## src/rtl/core/bba_pkg.sv

```systemverilog
// Package for the bitmap block allocator: field widths, command and status
// codes, controller states and the command/status structs between the modules.
// No dependencies.
package bba_pkg;

   localparam int BLOCK_COUNT_DEFAULT = 1024;

   localparam int CMD_W   = 2;
   localparam int BLOCK_W = 10;

   // Summary chunk: words whose non-empty flags are encoded together.
   localparam int CHUNK_W  = 32;
   localparam int CHUNK_AW = 5;

   localparam logic [7:0] FULL_WORD = 8'hff;

   localparam logic [CMD_W-1:0] CMD_ALLOCATE = 2'd0;
   localparam logic [CMD_W-1:0] CMD_FREE     = 2'd1;
   localparam logic [CMD_W-1:0] CMD_RESERVE  = 2'd2;

   localparam logic STATUS_DONE = 1'b0;
   localparam logic STATUS_FULL = 1'b1;

   typedef enum logic [1:0] {
      ST_CLEAR,
      ST_IDLE,
      ST_READ,
      ST_MODIFY
   } state_type;

   typedef struct packed {
      logic clear;   // write one reset word, advance sweep
      logic accept;  // latch the incoming transaction
      logic read;    // resolve word address, read map word
      logic modify;  // write back word, load response
   } ctrl_cmd_type;

   typedef struct packed {
      logic clear_last;  // sweep sits on the last map word
      logic rsp_busy;    // response register full and not taken
   } dp_status_type;

   // Position of the lowest set bit; 7 for an all-zero word.
   function automatic logic [2:0] lowest_set_bit(input logic [7:0] word);
      logic [2:0] pos;
      pos = 3'd7;
      for (int i = 7; i >= 0; i--) begin
         if (word[i]) begin
            pos = 3'(i);
         end
      end
      return pos;
   endfunction

endpackage

```

## src/rtl/core/bba_req_if.sv

```systemverilog
// Command channel of the bitmap block allocator: valid/ready plus payload.
// Depends on bba_pkg.
interface bba_req_if;
   import bba_pkg::*;

   logic               valid;
   logic               ready;
   logic [CMD_W-1:0]   cmd;
   logic [BLOCK_W-1:0] block_number;

   modport source (output valid, output cmd, output block_number, input ready);
   modport sink   (input valid, input cmd, input block_number, output ready);
endinterface

```

## src/rtl/core/bba_rsp_if.sv

```systemverilog
// Response channel of the bitmap block allocator: valid/ready plus payload.
// Depends on bba_pkg.
interface bba_rsp_if;
   import bba_pkg::*;

   logic               valid;
   logic               ready;
   logic [BLOCK_W-1:0] granted_block;
   logic               status;

   modport source (output valid, output granted_block, output status, input ready);
   modport sink   (input valid, input granted_block, input status, output ready);
endinterface

```

## src/rtl/core/bba_ctrl.sv

```systemverilog
// Controller of the bitmap block allocator: clearing sweep, accept, read, modify.
// Depends on bba_pkg.
module bba_ctrl (
   input  logic                   clock,
   input  logic                   reset,
   input  logic                   req_valid,
   output logic                   req_ready,
   input  bba_pkg::dp_status_type dp_status,
   output bba_pkg::ctrl_cmd_type  ctl_cmd
);
   import bba_pkg::*;

   state_type state_ff;
   state_type state_in;

   always_ff @(posedge clock) begin
      if (reset) begin
         state_ff <= ST_CLEAR;
      end else begin
         state_ff <= state_in;
      end
   end

   always_comb begin
      state_in  = state_ff;
      req_ready = 1'b0;
      ctl_cmd   = '0;
      unique case (state_ff)
         ST_CLEAR: begin
            ctl_cmd.clear = 1'b1;
            if (dp_status.clear_last) begin
               state_in = ST_IDLE;
            end
         end
         ST_IDLE: begin
            req_ready = 1'b1;
            if (req_valid) begin
               ctl_cmd.accept = 1'b1;
               state_in       = ST_READ;
            end
         end
         ST_READ: begin
            ctl_cmd.read = 1'b1;
            state_in     = ST_MODIFY;
         end
         ST_MODIFY: begin
            // hold until the response register can take the result
            if (!dp_status.rsp_busy) begin
               ctl_cmd.modify = 1'b1;
               state_in       = ST_IDLE;
            end
         end
         default: begin
            state_in = ST_CLEAR;
         end
      endcase
   end

endmodule

```

## src/rtl/core/bba_datapath.sv

```systemverilog
// Datapath of the bitmap block allocator: free map memory, summary flags,
// first-free search, read-modify-write and response register.
// Depends on bba_pkg and bba_rsp_if.
module bba_datapath #(
   parameter int BLOCK_COUNT = bba_pkg::BLOCK_COUNT_DEFAULT
) (
   input  logic                          clock,
   input  logic                          reset,
   input  bba_pkg::ctrl_cmd_type         ctl_cmd,
   output bba_pkg::dp_status_type        dp_status,
   input  logic [bba_pkg::CMD_W-1:0]     req_cmd,
   input  logic [bba_pkg::BLOCK_W-1:0]   req_block_number,
   bba_rsp_if.source                     rsp
);
   import bba_pkg::*;

   localparam int MAP_WORDS  = (BLOCK_COUNT + 7) / 8;
   localparam int WORD_AW    = (MAP_WORDS > 1) ? $clog2(MAP_WORDS) : 1;
   localparam int NUM_CHUNKS = (MAP_WORDS + CHUNK_W - 1) / CHUNK_W;
   localparam int CHK_AW     = (NUM_CHUNKS > 1) ? $clog2(NUM_CHUNKS) : 1;
   localparam int SUM_W      = NUM_CHUNKS * CHUNK_W;
   localparam int TAIL_BITS  = BLOCK_COUNT % 8;
   localparam logic [7:0] LAST_WORD_INIT =
      (TAIL_BITS == 0) ? FULL_WORD : 8'((1 << TAIL_BITS) - 1);
   localparam logic [WORD_AW-1:0] LAST_WORD = WORD_AW'(MAP_WORDS - 1);

   logic [7:0] map_mem [MAP_WORDS];

   logic [CMD_W-1:0]    item_cmd_ff,  item_cmd_in;
   logic [BLOCK_W-1:0]  item_blk_ff,  item_blk_in;
   logic [WORD_AW-1:0]  addr_ff,      addr_in;
   logic                hit_ff,       hit_in;
   logic [7:0]          rd_data_ff;
   logic [WORD_AW-1:0]  clear_cnt_ff, clear_cnt_in;
   logic [MAP_WORDS-1:0] sum_ff,      sum_in;
   logic [NUM_CHUNKS-1:0] chunk_any_ff, chunk_any_in;
   logic [CHUNK_AW-1:0] chunk_idx_ff [NUM_CHUNKS];
   logic [CHUNK_AW-1:0] chunk_idx_in [NUM_CHUNKS];
   logic                rsp_valid_ff, rsp_valid_in;
   logic [BLOCK_W-1:0]  rsp_granted_ff, rsp_granted_in;
   logic                rsp_status_ff,  rsp_status_in;

   logic [SUM_W-1:0]    sum_pad;
   logic [CHK_AW-1:0]   chunk_sel;
   logic                any_free;
   logic [31:0]         word_wide;
   logic [31:0]         blk_wide;
   logic [31:0]         grant_wide;
   logic                blk_ok;
   logic [2:0]          low_bit;
   logic [7:0]          blk_mask;
   logic [7:0]          new_word;
   logic                do_write;
   logic                wr_en;
   logic [WORD_AW-1:0]  wr_addr;
   logic [7:0]          wr_data;

   // First level of the search: encode each chunk of summary flags.
   always_comb begin
      sum_pad = SUM_W'(sum_ff);
      for (int c = 0; c < NUM_CHUNKS; c++) begin
         chunk_any_in[c] = |sum_pad[c*CHUNK_W +: CHUNK_W];
         chunk_idx_in[c] = '0;
         for (int i = CHUNK_W - 1; i >= 0; i--) begin
            if (sum_pad[c*CHUNK_W + i]) begin
               chunk_idx_in[c] = CHUNK_AW'(i);
            end
         end
      end
   end

   always_ff @(posedge clock) begin
      chunk_any_ff <= chunk_any_in;
      chunk_idx_ff <= chunk_idx_in;
   end

   // Second level: lowest non-empty chunk gives the first free word.
   always_comb begin
      chunk_sel = '0;
      for (int c = NUM_CHUNKS - 1; c >= 0; c--) begin
         if (chunk_any_ff[c]) begin
            chunk_sel = CHK_AW'(c);
         end
      end
      any_free  = |chunk_any_ff;
      word_wide = (32'(chunk_sel) << CHUNK_AW) | 32'(chunk_idx_ff[chunk_sel]);
   end

   always_comb begin
      item_cmd_in = ctl_cmd.accept ? req_cmd : item_cmd_ff;
      item_blk_in = ctl_cmd.accept ? req_block_number : item_blk_ff;

      blk_wide = 32'(item_blk_ff) >> 3;
      blk_ok   = 32'(item_blk_ff) < 32'(BLOCK_COUNT);

      addr_in = addr_ff;
      hit_in  = hit_ff;
      if (ctl_cmd.read) begin
         case (item_cmd_ff)
            CMD_ALLOCATE: begin
               addr_in = word_wide[WORD_AW-1:0];
               hit_in  = any_free;
            end
            CMD_FREE, CMD_RESERVE: begin
               addr_in = blk_wide[WORD_AW-1:0];
               hit_in  = blk_ok;
            end
            default: begin
               addr_in = blk_wide[WORD_AW-1:0];
               hit_in  = 1'b0;
            end
         endcase
      end

      clear_cnt_in = ctl_cmd.clear ? clear_cnt_ff + 1'b1 : clear_cnt_ff;
   end

   // Read-modify-write of one map word.
   always_comb begin
      low_bit    = lowest_set_bit(rd_data_ff);
      blk_mask   = 8'd1 << item_blk_ff[2:0];
      grant_wide = (32'(addr_ff) << 3) | 32'(low_bit);
      new_word   = rd_data_ff;
      do_write   = 1'b0;
      rsp_granted_in = '0;
      rsp_status_in  = STATUS_DONE;
      case (item_cmd_ff)
         CMD_ALLOCATE: begin
            if (hit_ff) begin
               new_word       = rd_data_ff & ~(8'd1 << low_bit);
               do_write       = 1'b1;
               rsp_granted_in = grant_wide[BLOCK_W-1:0];
            end else begin
               rsp_status_in = STATUS_FULL;
            end
         end
         CMD_FREE: begin
            new_word = rd_data_ff | blk_mask;
            do_write = hit_ff;
         end
         CMD_RESERVE: begin
            new_word = rd_data_ff & ~blk_mask;
            do_write = hit_ff;
         end
         default: begin
            do_write = 1'b0;
         end
      endcase

      sum_in = sum_ff;
      if (ctl_cmd.modify && do_write) begin
         sum_in[addr_ff] = |new_word;
      end

      wr_en   = ctl_cmd.clear || (ctl_cmd.modify && do_write);
      wr_addr = ctl_cmd.clear ? clear_cnt_ff : addr_ff;
      if (ctl_cmd.clear) begin
         wr_data = (clear_cnt_ff == LAST_WORD) ? LAST_WORD_INIT : FULL_WORD;
      end else begin
         wr_data = new_word;
      end

      if (ctl_cmd.modify) begin
         rsp_valid_in = 1'b1;
      end else if (rsp.ready) begin
         rsp_valid_in = 1'b0;
      end else begin
         rsp_valid_in = rsp_valid_ff;
      end
   end

   always_ff @(posedge clock) begin
      if (wr_en) begin
         map_mem[wr_addr] <= wr_data;
      end
      if (ctl_cmd.read) begin
         rd_data_ff <= map_mem[addr_in];
      end
   end

   always_ff @(posedge clock) begin
      if (reset) begin
         clear_cnt_ff <= '0;
         sum_ff       <= '1;
         rsp_valid_ff <= 1'b0;
      end else begin
         clear_cnt_ff <= clear_cnt_in;
         sum_ff       <= sum_in;
         rsp_valid_ff <= rsp_valid_in;
      end
   end

   always_ff @(posedge clock) begin
      item_cmd_ff <= item_cmd_in;
      item_blk_ff <= item_blk_in;
      addr_ff     <= addr_in;
      hit_ff      <= hit_in;
      if (ctl_cmd.modify) begin
         rsp_granted_ff <= rsp_granted_in;
         rsp_status_ff  <= rsp_status_in;
      end
   end

   assign rsp.valid         = rsp_valid_ff;
   assign rsp.granted_block = rsp_granted_ff;
   assign rsp.status        = rsp_status_ff;

   assign dp_status.clear_last = (clear_cnt_ff == LAST_WORD);
   assign dp_status.rsp_busy   = rsp_valid_ff && !rsp.ready;

endmodule

```

## src/rtl/core/bitmap_block_allocator_top.sv

```systemverilog
// Bitmap free-block allocator, first fit: one response per command transaction.
// Takes the request and response interfaces; depends on bba_pkg, bba_ctrl and
// bba_datapath.
//
// The block holds a free map of BLOCK_COUNT blocks, one bit per block (1 = free),
// in a memory of 8-bit words; block n is bit n%8 of word n/8. Allocate returns the
// lowest free block and marks it used, or status 1 with block 0 when the map is
// full. Free and reserve set or clear the given bit; a block number at or beyond
// BLOCK_COUNT, and command code 3, leave the map alone and answer status 0,
// block 0. Each transaction goes through accept, map word read (the
// registered memory read port) and read-modify-write with the response loaded
// into the output register; the next command is accepted while that response
// waits, and the write-back holds only while an earlier response is still not
// taken. The first free word comes from a per-word non-empty flag vector, encoded
// in registered chunks of 32 flags and then across chunks. After reset a clearing
// pass writes every map word once, one word per cycle; no command is accepted
// until it is done. Granted block numbers above 1023 are reported in their low
// 10 bits.
module bitmap_block_allocator_top #(
   parameter int BLOCK_COUNT = bba_pkg::BLOCK_COUNT_DEFAULT
) (
   input logic       clock,
   input logic       reset,
   bba_req_if.sink   req_chan,
   bba_rsp_if.source rsp_chan
);
   import bba_pkg::*;

   ctrl_cmd_type  ctl_cmd;
   dp_status_type dp_status;

   // Sequence the sweep and each transaction.
   bba_ctrl u_ctrl (
      .clock     (clock),
      .reset     (reset),
      .req_valid (req_chan.valid),
      .req_ready (req_chan.ready),
      .dp_status (dp_status),
      .ctl_cmd   (ctl_cmd)
   );

   // Hold the map, search it and build the response.
   bba_datapath #(
      .BLOCK_COUNT (BLOCK_COUNT)
   ) u_datapath (
      .clock            (clock),
      .reset            (reset),
      .ctl_cmd          (ctl_cmd),
      .dp_status        (dp_status),
      .req_cmd          (req_chan.cmd),
      .req_block_number (req_chan.block_number),
      .rsp              (rsp_chan)
   );

   // An accepted transaction goes straight to the map read.
   a_accept_then_read: assert property (@(posedge clock) disable iff (reset)
      (req_chan.valid && req_chan.ready) |=> ctl_cmd.read)
      else $error("accepted transaction did not proceed to the map read");

   // Never overwrite a response that is still waiting.
   a_no_rsp_overwrite: assert property (@(posedge clock) disable iff (reset)
      ctl_cmd.modify |-> !(rsp_chan.valid && !rsp_chan.ready))
      else $error("response register loaded while holding an untaken response");

   // A failed allocate reports block zero.
   a_full_grants_zero: assert property (@(posedge clock) disable iff (reset)
      (rsp_chan.valid && (rsp_chan.status == STATUS_FULL)) |->
         (rsp_chan.granted_block == '0))
      else $error("full status with a non-zero granted block");

   // No new command while the sweep runs or a transaction reads the map.
   a_ready_only_idle: assert property (@(posedge clock) disable iff (reset)
      (ctl_cmd.clear || ctl_cmd.read) |-> !req_chan.ready)
      else $error("request ready while the map is busy");

endmodule

```

## src/flat_wrapper.sv

```systemverilog
// flat-port wrapper written by rule: the top's interface ports become plain ports
module bitmap_block_allocator_top_flat import bba_pkg::*;
#(
   parameter int BLOCK_COUNT = bba_pkg::BLOCK_COUNT_DEFAULT
)
  (clock, reset, req_chan_valid, req_chan_cmd, req_chan_block_number, req_chan_ready, rsp_chan_valid, rsp_chan_granted_block, rsp_chan_status, rsp_chan_ready);
  bba_req_if req_chan_i ();
  bba_rsp_if rsp_chan_i ();
  input logic clock;
  input logic reset;
  input wire logic [$bits(req_chan_i.valid)-1:0] req_chan_valid;
  input wire logic [$bits(req_chan_i.cmd)-1:0] req_chan_cmd;
  input wire logic [$bits(req_chan_i.block_number)-1:0] req_chan_block_number;
  output wire logic [$bits(req_chan_i.ready)-1:0] req_chan_ready;
  output wire logic [$bits(rsp_chan_i.valid)-1:0] rsp_chan_valid;
  output wire logic [$bits(rsp_chan_i.granted_block)-1:0] rsp_chan_granted_block;
  output wire logic [$bits(rsp_chan_i.status)-1:0] rsp_chan_status;
  input wire logic [$bits(rsp_chan_i.ready)-1:0] rsp_chan_ready;
  assign req_chan_i.valid = req_chan_valid;
  assign req_chan_i.cmd = req_chan_cmd;
  assign req_chan_i.block_number = req_chan_block_number;
  assign req_chan_ready = req_chan_i.ready;
  assign rsp_chan_valid = rsp_chan_i.valid;
  assign rsp_chan_granted_block = rsp_chan_i.granted_block;
  assign rsp_chan_status = rsp_chan_i.status;
  assign rsp_chan_i.ready = rsp_chan_ready;
  bitmap_block_allocator_top #(.BLOCK_COUNT(BLOCK_COUNT)) u_core (.clock(clock), .reset(reset), .req_chan(req_chan_i), .rsp_chan(rsp_chan_i));
endmodule
```

## config.mk

```make
export PLATFORM = sky130hd
export DESIGN_NAME = bitmap_block_allocator_top_flat
export DESIGN_NICKNAME = d
export VERILOG_FILES = /design/src/rtl/core/bba_pkg.sv /design/src/rtl/core/bba_req_if.sv /design/src/rtl/core/bba_rsp_if.sv /design/src/rtl/core/bba_ctrl.sv /design/src/rtl/core/bba_datapath.sv /design/src/rtl/core/bitmap_block_allocator_top.sv /design/src/flat_wrapper.sv
export SDC_FILE = /design/constraint.sdc
export NUM_CORES = 2
export LEC_CHECK = 0
export BUFFER_PORTS_ARGS = -buffer_cell sky130_fd_sc_hd__buf_2
export CORE_AREA = 2 2 305 307
export DETAILED_ROUTE_END_ITERATION = 10
export DIE_AREA = 0 0 307 309
export GPL_ROUTABILITY_DRIVEN = 0
export PLACE_DENSITY = 0.74
export SYNTH_ARGS = -nofsm -noshare
export SYNTH_HDL_FRONTEND = slang
export SYNTH_SLANG_ARGS = --single-unit
export TNS_END_PERCENT = 1
```

## constraint.sdc

```tcl
create_clock -name clock -period 4.3 [get_ports clock]
set_input_delay 0.43 -clock clock [delete_from_list [all_inputs] [get_ports clock]]
set_output_delay 0.43 -clock clock [all_outputs]
set_load 0.01 [all_outputs]
```

==> results.ini <==
[final_layout]
area_delta_synth_final_pct=12.1
nets=4142
diodes=0
drive_gt1_share_pct=9.17

[sta]
fmax_mhz=243
timing.hold.ws_ps=54.2
setup_viol=0
worst_pin_slew_ps=1290
skew_ps=34.0
fin_crit_sh_pct=95.6
setup_tns_ps=0
max_slew_margin_pct=13.7
fin_crit_ps=4110
final_hold_viol_count=0
drv_slew=0
rsz0062_at_grt=false

[global_routing]
grt_max_degree=129
grt_pass1_vias=32600
grt_first_pass_wirelength_um=200000
grt_usage_pct=27.7
grt_overflow=0
antenna_found_initial=1

[die]
dieArea_um2=94900
die_w_um=307
ioPinCount=29
core_um2=91400
start_util_pct=54.6
die_h_um=309
row_count=111

[placed_design]
post-dp-hpwl_um=82200
port_buffers=28

[clocking]
clk_pin_slew_ps=60
htreeDepth=3
cts_tree=built
clock_tree.root_cell=clkbuf_16
cts_resized=0
worst_skew_pair.late_latency_ps=720
clockBufferDepth=3
cts_buffers=117
clock_sinks=1225
post-cts-setup-buffers=0
postCtsHoldBufs=12

[pwr]
p_clk_share_pct=29.7
p_total_mw=35.2
p_leak_nw=18.3
p_int_mw=23.0
power.switching_mw=12.2
share_seq_of_total_power_pct=40.7
ir_drop_v=0.000567
pwr-share-comb_pct=29.6
p_sw_share_pct=34.7
power_density_nw_per_um2=630

[critical_path]
path_cells=inv_1, ha_1, o41ai_1, o311ai_1, o211ai_4, buf_4, nor2_4, buf_4, nand3_1, nand4_1, nand3_1, o21ai_1, nor4_1
timing.rr.start=u_core.u_datapath.item_cmd_ff[1]$_DFFE_PP_
r2r-end=u_core.u_datapath.rd_data_ff[4]$_DFFE_PN_
arrival_ps=4550
worst_path_max_delay_cell=nor2_4
slowest_delay_ps=620
required_ps=4740
crit_start=u_core.u_datapath.item_cmd_ff[1]$_DFFE_PP_
crit_type=reg -> reg
critPathLaunchType=register
reg2reg_slack_ps=190
crit_end=u_core.u_datapath.rd_data_ff[4]$_DFFE_PN_
r2r_cells=13
cp_max_fo=20
setup.worst_path.end_class=register

[detailed_routing]
postRouteAntennaNets=0
remaining_drc_errors=0
wl_per_cell_um=24.6
dr_total_vias=34400
drt_pre_antenna_iters=6
drt_iter0_markers=4905
wl_um=133000
vias_per_cell=6.37

[synthesis]
syn_nets=4101
synth_area_um2=49900
yosys.area.top_type=edfxtp_1
syn_inst=4075
yosys-top-cells-area=edfxtp_1 64%, nand2_1 6.8%, dfxtp_1 6.8%, a21oi_1 2.8%, o311ai_0 2.2%
synth_seq_cells=1225
seq_area_frac_synth_pct=70.3
async_flop_share_pct=0
synth_edf_count=1056
synth_warnings=0
avgSynthCellArea_um2=12.2
yosys.area.top_type_share_pct=63.6
synth_ff_type=edfxtp_1
yosysMostFrequentCell=edfxtp_1
synth_commonest_cells=1056 x edfxtp_1, 903 x nand2_1, 280 x a21oi_1
synth_cell_types=67

[outcome]
outcome=finished, final reports clean

[flow_run]
maxCapViolCount=0

[min_path]
hold_path_class=in -> reg

per-layer routing:
metal	part of all wire (%)	vias up	routed length, µm	track usage (%)
li1	-	15400	-	-
met1	39	16800	52000	38.4
met2	46	1997	61700	44.1
met3	11	310	14400	5.61
met4	3.6	2	4780	9.55
met5	0.0083	-	11	0
power groups by stage:
stage / clock (mW) / combinational, mW / sequential [mW]
after global placement: 0 / 9.94 / 14.6
after global routing: 11.0 / 11.0 / 14.3
after detailed placement: 0 / 10.1 / 14.6
after CTS: 10.5 / 10.2 / 14.3
after floorplan: 0 / 5.94 / 14.6
final: 10.5 / 10.4 / 14.3
how the worst min path moves through the flow:
stage | start | endpoint | slack (ps) | depth (start not counted)
after floorplan | u_core.u_datapath.sum_ff[35]$_SDFFE_PP1P_ | u_core.u_datapath.chunk_idx_ff[11]$_SDFF_PP0_ | 490 | 1
after global placement | u_core.u_datapath.sum_ff[18]$_SDFFE_PP1P_ | u_core.u_datapath.sum_ff[18]$_SDFFE_PP1P_ | 520 | 2
after detailed placement | u_core.u_datapath.sum_ff[3]$_SDFFE_PP1P_ | u_core.u_datapath.chunk_idx_ff[16]$_SDFF_PP0_ | 520 | 1
after CTS | rsp_chan_ready | u_core.u_datapath.rsp.valid$_SDFFE_PP0P_ | 10 | 4
after global routing | rsp_chan_ready | u_core.u_datapath.rsp.valid$_SDFFE_PP0P_ | 50 | 4
final | reset | u_core.u_datapath.clear_cnt_ff[0]$_SDFFE_PP0P_ | 50 | 2
registers in the layout, indices dropped and copies added (netlist names):
register	cells
u_core.u_datapath.addr_ff	7
u_core.u_datapath.clear_cnt_ff	7
u_core.u_datapath.sum_ff	128
u_core.u_datapath.item_cmd_ff	2
u_core.u_datapath.rsp.valid	1
u_core.u_datapath.chunk_idx_ff	20
u_core.u_datapath.map_mem	1024
u_core.u_datapath.rsp.granted_block	10
u_core.u_datapath.rd_data_ff	8
u_core.u_datapath.rsp.status	1
u_core.u_datapath.chunk_any_ff	4
u_core.u_ctrl.state_ff	2
u_core.u_datapath.hit_ff	1
u_core.u_datapath.item_blk_ff	10
cell families (layout without fill, tap and decap cells):
logic type                 after synthesis  after routing  synth area share, %
and+or+nand+nor                       1531           1531                 13.2
DFF                                   1225           1225                 70.3
AOI/OAI and AO/OA                      920            920                 12.0
buffers and inverters                  322            465                 2.89
muxes                                   62             62                 1.25
adders and majority gates               10             10                0.251
xor gates and xnor gates                 5              5               0.0878
critical path: cells and delay by family (launching register included):
family | cells | cell delay [ps]
AND/OR/NAND/NOR | 5 | 1150
AO/OA/AOI/OAI | 4 | 1300
buffers and inverters | 3 | 660
adder cells (fa/ha/maj) | 1 | 280
flip-flops | 1 | 430
cell usage in the layout (no fill, tap or decap), types with 28 or more instances in the layout:
| cell | count |
|---|---|
| edfxtp_1 | 1056 |
| nand2_1 | 903 |
| a21oi_1 | 280 |
| nor2_1 | 221 |
| o21ai_0 | 194 |
| dfxtp_1 | 169 |
| nand3_1 | 165 |
| o311ai_0 | 128 |
| buf_4 | 120 |
| clkbuf_16 | 119 |
| a22oi_1 | 65 |
| mux2i_1 | 60 |
| nand4_1 | 55 |
| inv_1 | 48 |
| nor4_1 | 40 |
| a31oi_1 | 39 |
| a32oi_1 | 35 |
| buf_12 | 31 |
| buf_2 | 28 |
area by class of cell:
cell class              count  area [µm²]
clock buffers             151        3180
well taps                1186        1480
repair buffers            191        1780
multi-input cells        2528       13500
inverters                  53         218
flip-flops and latches   1225       35100
fillers                  6850       35500
clock inverters            70         721
through the flow:
stage                     cells  setup slack [ps]  cell area [µm²]  util, %
after detailed placement   5171               272            51900     56.8
after global routing       5404              30.5            55900     61.2
final                      5404               189            55900     61.2
after floorplan            4075               578            49900        -
after CTS                  5404               263            55900     61.2
after global placement     5171               376            51900     56.8
No activity file was read; power rests on OpenSTA's default activity.
